$ cat config.mk
export PLATFORM = sky130hd
export DESIGN_NAME = wmnf_mask_lane
export DESIGN_NICKNAME = d
export VERILOG_FILES = /design/src/rtl/wildcard_mask_name_filter_defines.svh /design/src/rtl/wmnf_pkg.sv /design/src/rtl/wmnf_mask_lane.sv
export SDC_FILE = /design/constraint.sdc
export NUM_CORES = 1
export LEC_CHECK = 0
export BUFFER_PORTS_ARGS = -buffer_cell sky130_fd_sc_hd__buf_2
export CAP_MARGIN = 20
export CORE_AREA = 2 2 225 227
export DETAILED_ROUTE_END_ITERATION = 8
export DIE_AREA = 0 0 227 229
export SLEW_MARGIN = 20
export SYNTH_ARGS = -nofsm -noshare
export SYNTH_HDL_FRONTEND = slang
export SYNTH_SLANG_ARGS = --single-unit
$ cat constraint.sdc
create_clock -name clk -period 10.4 [get_ports clk]
set_input_delay 1.04 -clock clk [delete_from_list [all_inputs] [get_ports clk]]
set_output_delay 1.04 -clock clk [all_outputs]
set_load 0.01 [all_outputs]
$ cat src/rtl/wildcard_mask_name_filter_defines.svh
// Assertion macros shared by the RTL of the wildcard mask name filter.
`ifndef WILDCARD_MASK_NAME_FILTER_DEFINES_SVH
`define WILDCARD_MASK_NAME_FILTER_DEFINES_SVH

`ifndef SYNTHESIS
// Same-cycle implication, checked outside reset.
`define WMNF_ASSERT_IMPL(label, clk, rst_n, ante, cons, msg) \
  label: assert property (@(posedge clk) disable iff (!rst_n) (ante) |-> (cons)) \
    else $error(msg);
// Next-cycle implication, checked outside reset.
`define WMNF_ASSERT_NEXT(label, clk, rst_n, ante, cons, msg) \
  label: assert property (@(posedge clk) disable iff (!rst_n) (ante) |=> (cons)) \
    else $error(msg);
`else
`define WMNF_ASSERT_IMPL(label, clk, rst_n, ante, cons, msg)
`define WMNF_ASSERT_NEXT(label, clk, rst_n, ante, cons, msg)
`endif

`endif

$ cat src/rtl/wmnf_pkg.sv
`default_nettype none

package wmnf_pkg;

  // Field widths of the request and configuration port
  localparam int SLOT_W     = 3;
  localparam int POS_W      = 6;
  localparam int CODE_W     = 8;
  localparam int COUNT_W    = 4;
  localparam int CFG_ADDR_W = 2;
  localparam int CFG_DATA_W = 4;
  localparam int IN_DATA_W  = 24;
  localparam int OUT_DATA_W = 8;

  // Register indexes
  localparam logic [CFG_ADDR_W-1:0] REG_IGNORE_CASE   = 2'd0;
  localparam logic [CFG_ADDR_W-1:0] REG_INCLUDE_COUNT = 2'd1;
  localparam logic [CFG_ADDR_W-1:0] REG_EXCLUDE_COUNT = 2'd2;

  // Request kinds and banks
  localparam logic FUNC_LOAD    = 1'b0;
  localparam logic FUNC_NAME    = 1'b1;
  localparam logic BANK_INCLUDE = 1'b0;
  localparam logic BANK_EXCLUDE = 1'b1;

  // Special mask characters
  localparam logic [CODE_W-1:0] CHAR_NUL   = 8'h00;
  localparam logic [CODE_W-1:0] CHAR_STAR  = 8'h2A;
  localparam logic [CODE_W-1:0] CHAR_QMARK = 8'h3F;

  // Command broadcast to every mask lane
  typedef struct packed {
    logic load;   // write one mask character or end marker
    logic step;   // advance the position set by one name byte
    logic start;  // the byte opens a new name
    logic fold;   // compare letters without case
  } lane_cmd_t;

  // Result of one name
  typedef struct packed {
    logic included;
    logic excluded;
    logic listed;
  } result_t;

endpackage

`default_nettype wire

$ cat src/rtl/wmnf_mask_lane.sv
`default_nettype none

module wmnf_mask_lane #(
  parameter int MASK_LEN = 32
) (
  input  wire                         clk,
  input  wire                         rst_n,
  input  wmnf_pkg::lane_cmd_t         cmd,
  input  wire                         load_sel,
  input  wire  [wmnf_pkg::POS_W-1:0]  pos,
  input  wire  [wmnf_pkg::CODE_W-1:0] code,
  output logic                        match
);
  import wmnf_pkg::*;

  localparam int IW     = (MASK_LEN > 1) ? $clog2(MASK_LEN) : 1;
  localparam int LW     = $clog2(MASK_LEN + 1);
  localparam int LEVELS = $clog2(MASK_LEN + 1);

  logic [CODE_W-1:0] chars_r [MASK_LEN];
  logic [LW-1:0]     len_r, len_nxt;
  logic [MASK_LEN:0] act_r, act_nxt;

  logic [MASK_LEN-1:0] in_len, star, hit;
  logic [MASK_LEN:0]   start_set, base, stepped;
  logic                name_letter;
  logic [CODE_W-1:0]   name_low;

  function automatic logic is_letter(input logic [CODE_W-1:0] c);
    return ((c >= 8'h41) && (c <= 8'h5A)) || ((c >= 8'h61) && (c <= 8'h7A));
  endfunction

  function automatic logic [CODE_W-1:0] to_lower(input logic [CODE_W-1:0] c);
    return ((c >= 8'h41) && (c <= 8'h5A)) ? (c | 8'h20) : c;
  endfunction

  // Spread live positions across runs of '*' (segmented prefix OR, log depth)
  function automatic logic [MASK_LEN:0] close_stars(input logic [MASK_LEN:0] set_in,
                                                    input logic [MASK_LEN-1:0] stars);
    logic [MASK_LEN:0] g, p, g_n, p_n;
    int d;
    int lv;
    int i;
    g = set_in;
    p = {stars, 1'b0};
    for (lv = 0; lv < LEVELS; lv++) begin
      d   = 1 << lv;
      g_n = g;
      p_n = p;
      for (i = 0; i <= MASK_LEN; i++) begin
        if (i >= d) begin
          g_n[i] = g[i] | (p[i] & g[i-d]);
          p_n[i] = p[i] & p[i-d];
        end else begin
          p_n[i] = 1'b0;
        end
      end
      g = g_n;
      p = p_n;
    end
    return g;
  endfunction

  // Classify every mask position against the incoming byte
  always_comb begin
    name_letter = is_letter(code);
    name_low    = to_lower(code);
    for (int i = 0; i < MASK_LEN; i++) begin
      in_len[i] = (LW'(i) < len_r);
      star[i]   = in_len[i] && (chars_r[i] == CHAR_STAR);
      if (cmd.fold && name_letter && is_letter(chars_r[i])) begin
        hit[i] = in_len[i] && (to_lower(chars_r[i]) == name_low);
      end else begin
        hit[i] = in_len[i] && ((chars_r[i] == CHAR_QMARK) || (chars_r[i] == code));
      end
    end
  end

  // Advance the position set by one byte
  always_comb begin
    start_set = close_stars({{MASK_LEN{1'b0}}, 1'b1}, star);
    base      = cmd.start ? start_set : act_r;
    stepped   = '0;
    for (int i = 0; i < MASK_LEN; i++) begin
      if (base[i] && star[i]) begin
        stepped[i] = 1'b1;
      end
      if (base[i] && !star[i] && hit[i]) begin
        stepped[i+1] = 1'b1;
      end
    end
    act_nxt = close_stars(stepped, star);
    match   = act_nxt[len_r];
  end

  // Length update on loads
  always_comb begin
    len_nxt = len_r;
    if (code == CHAR_NUL) begin
      len_nxt = LW'(pos);
    end else if ((int'(pos) < MASK_LEN) && (LW'(pos) == len_r)) begin
      len_nxt = LW'(pos) + LW'(1);
    end
  end

  // Hold length and live positions
  always_ff @(posedge clk) begin
    if (!rst_n) begin
      len_r <= '0;
      act_r <= '0;
    end else begin
      if (cmd.load && load_sel) begin
        len_r <= len_nxt;
      end
      if (cmd.step) begin
        act_r <= act_nxt;
      end
    end
  end

  // Store mask characters
  always_ff @(posedge clk) begin
    if (cmd.load && load_sel && (code != CHAR_NUL) && (int'(pos) < MASK_LEN)) begin
      chars_r[IW'(pos)] <= code;
    end
  end

endmodule

`default_nettype wire

==> results by group <==
Floorplanning
  • Top Ports: 22
  • Initial core utilization: 37.6%
  • Die W: 227 um
  • Total core area: 49700 sq um
  • DIE HEIGHT: 229 um
  • Row count: 82
  • Die area: 52000 sq um

Synthesis
  • Main synth FF type: edfxtp_1
  • Ys Warns: 0
  • Fraction of registers with async set/reset: 0%
  • Number of synthesized flops with an enable pin: 256
  • Post-synth top area cell: edfxtp_1
  • Synth top area cells: edfxtp_1, xnor2_1, xor2_1
  • Post-Syn Instances: 1861
  • Synth Register Bits: 294
  • Sequential area share after synthesis: 45.2%
  • Count leader, synth: edfxtp_1
  • Synth top area share: 41.1%
  • Synth cell types: 101
  • Synth Cell Area: 18700 sq um
  • Commonest cells post-synth: edfxtp_1, nor2_1, xnor2_1
  • Post-Syn Nets: 1886
  • Avg Cell Area, Syn: 10.0 sq um

Worst setup path
  • CP peak stage delay: 0.82 ns
  • WP data required: 9.36 ns
  • Delay-heaviest family, CP: compound AO/OA/AOI/OAI gates
  • Worst-path maximum fanout: 41
  • Crit path kind: in2out
  • Startpoint types: input pin
  • Crit-path slowest cell: o221ai_2
  • Crit path cell chain: buf_4 > buf_4 > nand2_1 > o221ai_2 > o41ai_1 > a22oi_1 > a211oi_1 > a2111oi_0 > o2111ai_1 > o21ai_2 > o211ai_1 > a221oi_1 > o211ai_1 > a21oi_1 > a31oi_1 > buf_2
  • Crit path capture type: output pin
  • Critical path data arrival time: 6.57 ns
  • Worst path bufs/invs: 3

Cells and area
  • Area delta synth->final: 10.7%
  • Layout Utilization: 41.7%
  • NumNets Final: 1889
  • Fillers: 4728
  • Share of cells above drive strength 1: 9.46%

STA
  • Worst slew margin: 26.8%
  • Max Transition Viols Final: 0
  • Max frequency: 131 MHz
  • Final min period: 7.61 ns
  • Slew @ Worst Pin: 1.09 ns
  • Final Hold Fails: 0
  • Setup tns final: 0 ns
  • Skew final: 0.0235 ns
  • Setup violators final: 0
  • Fin Hold WS: 0.473 ns
  • RSZ-0062 raised after global routing: no
  • Fin crit share: 73.1%

Clocking
  • Inserted Clock Buffers: 36
  • Post-cts sizing count: 0
  • CTS Buffer Depth: 3
  • Post-CTS Setup Repair Bufs: 0
  • CTS tree: done
  • H-tree Lvls: 2
  • Clock transition at path regs: 0.05 ns
  • Clk Latency, worst-skew pair: 0.56 ns
  • Sink Count: 294
  • # hold bufs at CTS: 0
  • Root buf cell: clkbuf_16

Detailed routing
  • Remaining DRCs: 0
  • Via count: 15900
  • DR iter-0 viols: 1643
  • ANT nets after route: 0
  • Final WL: 61000 um
  • WL/cell: 23.8 um
  • Via density: 6.20
  • Initial DRT Pass Iterations: 6

Global route
  • GR Util All Layers: 23.4%
  • Grt ovf: 0
  • Vias in the first global route: 15400
  • Largest net degree at the start of global routing: 57
  • First-pass GRT wire length: 93200 um
  • Antenna violations before repair: 4

Hold path
  • Hold Crit Class: reg2reg

Status
  • Status: finished clean

Placed design
  • # port buffers: 21
  • Final HPWL from detailed placement: 42000 um
  • GPL Wtd Cong: 1.04

Power and ir drop
  • LEAKAGE: 6.40 nW
  • PD cells: 134 nW/um^2
  • Worst VDD drop: 110 uV

Run
  • Maxcap violations: 0
## state kept, by name, indices dropped and copies added (netlist names)
signal,flops
chars_r,256
act_r,32
len_r,6
## through the flow
step,total power [W],area [sq um],std cells,setup slack [ns]
2_1_floorplan,0.00142,18700,1861,5.08
3_3_place_gp,0.00149,19500,2498,3.16
3_5_place_dp,0.00149,19500,2498,3.02
4_1_cts,0.00279,20700,2564,2.96
5_1_grt,0.00285,20700,2568,2.52
6_report,0.00276,20700,2568,2.79
## cell type report
type / count / area (sq um) / area share [%]
multi-input combinational: 1447 / 9710 / 46.9
sequential: 294 / 8450 / 40.8
clock buffer: 47 / 1000 / 4.85
tap: 672 / 841 / 4.07
timing repair buffer: 45 / 305 / 1.48
clock inverter: 19 / 219 / 1.06
inverter: 40 / 150 / 0.726
antenna: 4 / 10.0 / 0.0484
## worst register-to-register path, stage by stage, from the launching register on
cell       delay (ns)
dfxtp_1          0.34
buf_4            0.26
or4_1            0.80
o2111ai_2        0.41
nor3_2           0.18
nand4_1          0.60
a2111oi_0        0.22
a2111oi_0        0.75
o2111ai_1        0.33
o21ai_2          0.35
o211ai_1         0.26
a31oi_1          0.53
o21ai_0          0.15
a21oi_1          0.18
a21oi_1          0.08
## per-layer routing
metal | vias up | wire length [um] | GRT usage, %
met3 | 119 | 4800 | 3.89
met1 | 7871 | 26900 | 32.6
li1 | 7193 | - | -
met5 | - | 0 | 0
met4 | 0 | 1900 | 8.35
met2 | 735 | 27400 | 36.4
## logic make-up after synthesis
| family | Yosys count | share of synthesized area, % |
|---|---|---|
| AOI/OAI and AO/OA | 416 | 16.5 |
| DFF | 294 | 45.2 |
| muxes | 16 | 1.03 |
| xor gates and xnor gates | 265 | 12.4 |
| adders and majority gates | 4 | 0.268 |
| buffers and inverters | 120 | 2.82 |
| and+or+nand+nor | 746 | 21.7 |
## power breakdown
group          switching (W)  leakage (nW)  internal, W
Combinational       0.000116          3.19    0.0000521
Clock               0.000514         0.601     0.000785
Sequential        0.00000663          2.61      0.00129
Total               0.000637          6.40      0.00213
## placed cells by master (no fill, tap or decap), types with 18 or more instances in the layout
cell type  instances
nand4_1           62
a21oi_1           80
nand2_1          133
xor2_1           111
or4_1             18
a31oi_1           19
or2_2             22
buf_4             32
inv_1             40
clkbuf_16         37
a211oi_1          23
a21o_1            19
nor2b_1           18
edfxtp_1         256
nor4_1            49
dfxtp_1           38
nand3_1           66
nor3_1            67
nor2_1           164
and3_1            20
or3_1             25
xnor2_1          154
o21ai_0           54
## final timing paths
kind,from,to,slack (ns),depth (start not counted)
setup reg to reg,len_r[5],act_r[29],4.81,14
setup / recovery,code[3],match,2.79,16
hold / removal,act_r[10],act_r[10],0.47,1
hold reg to reg,act_r[10],act_r[10],0.47,1
Power figures use the tool's default switching activity.
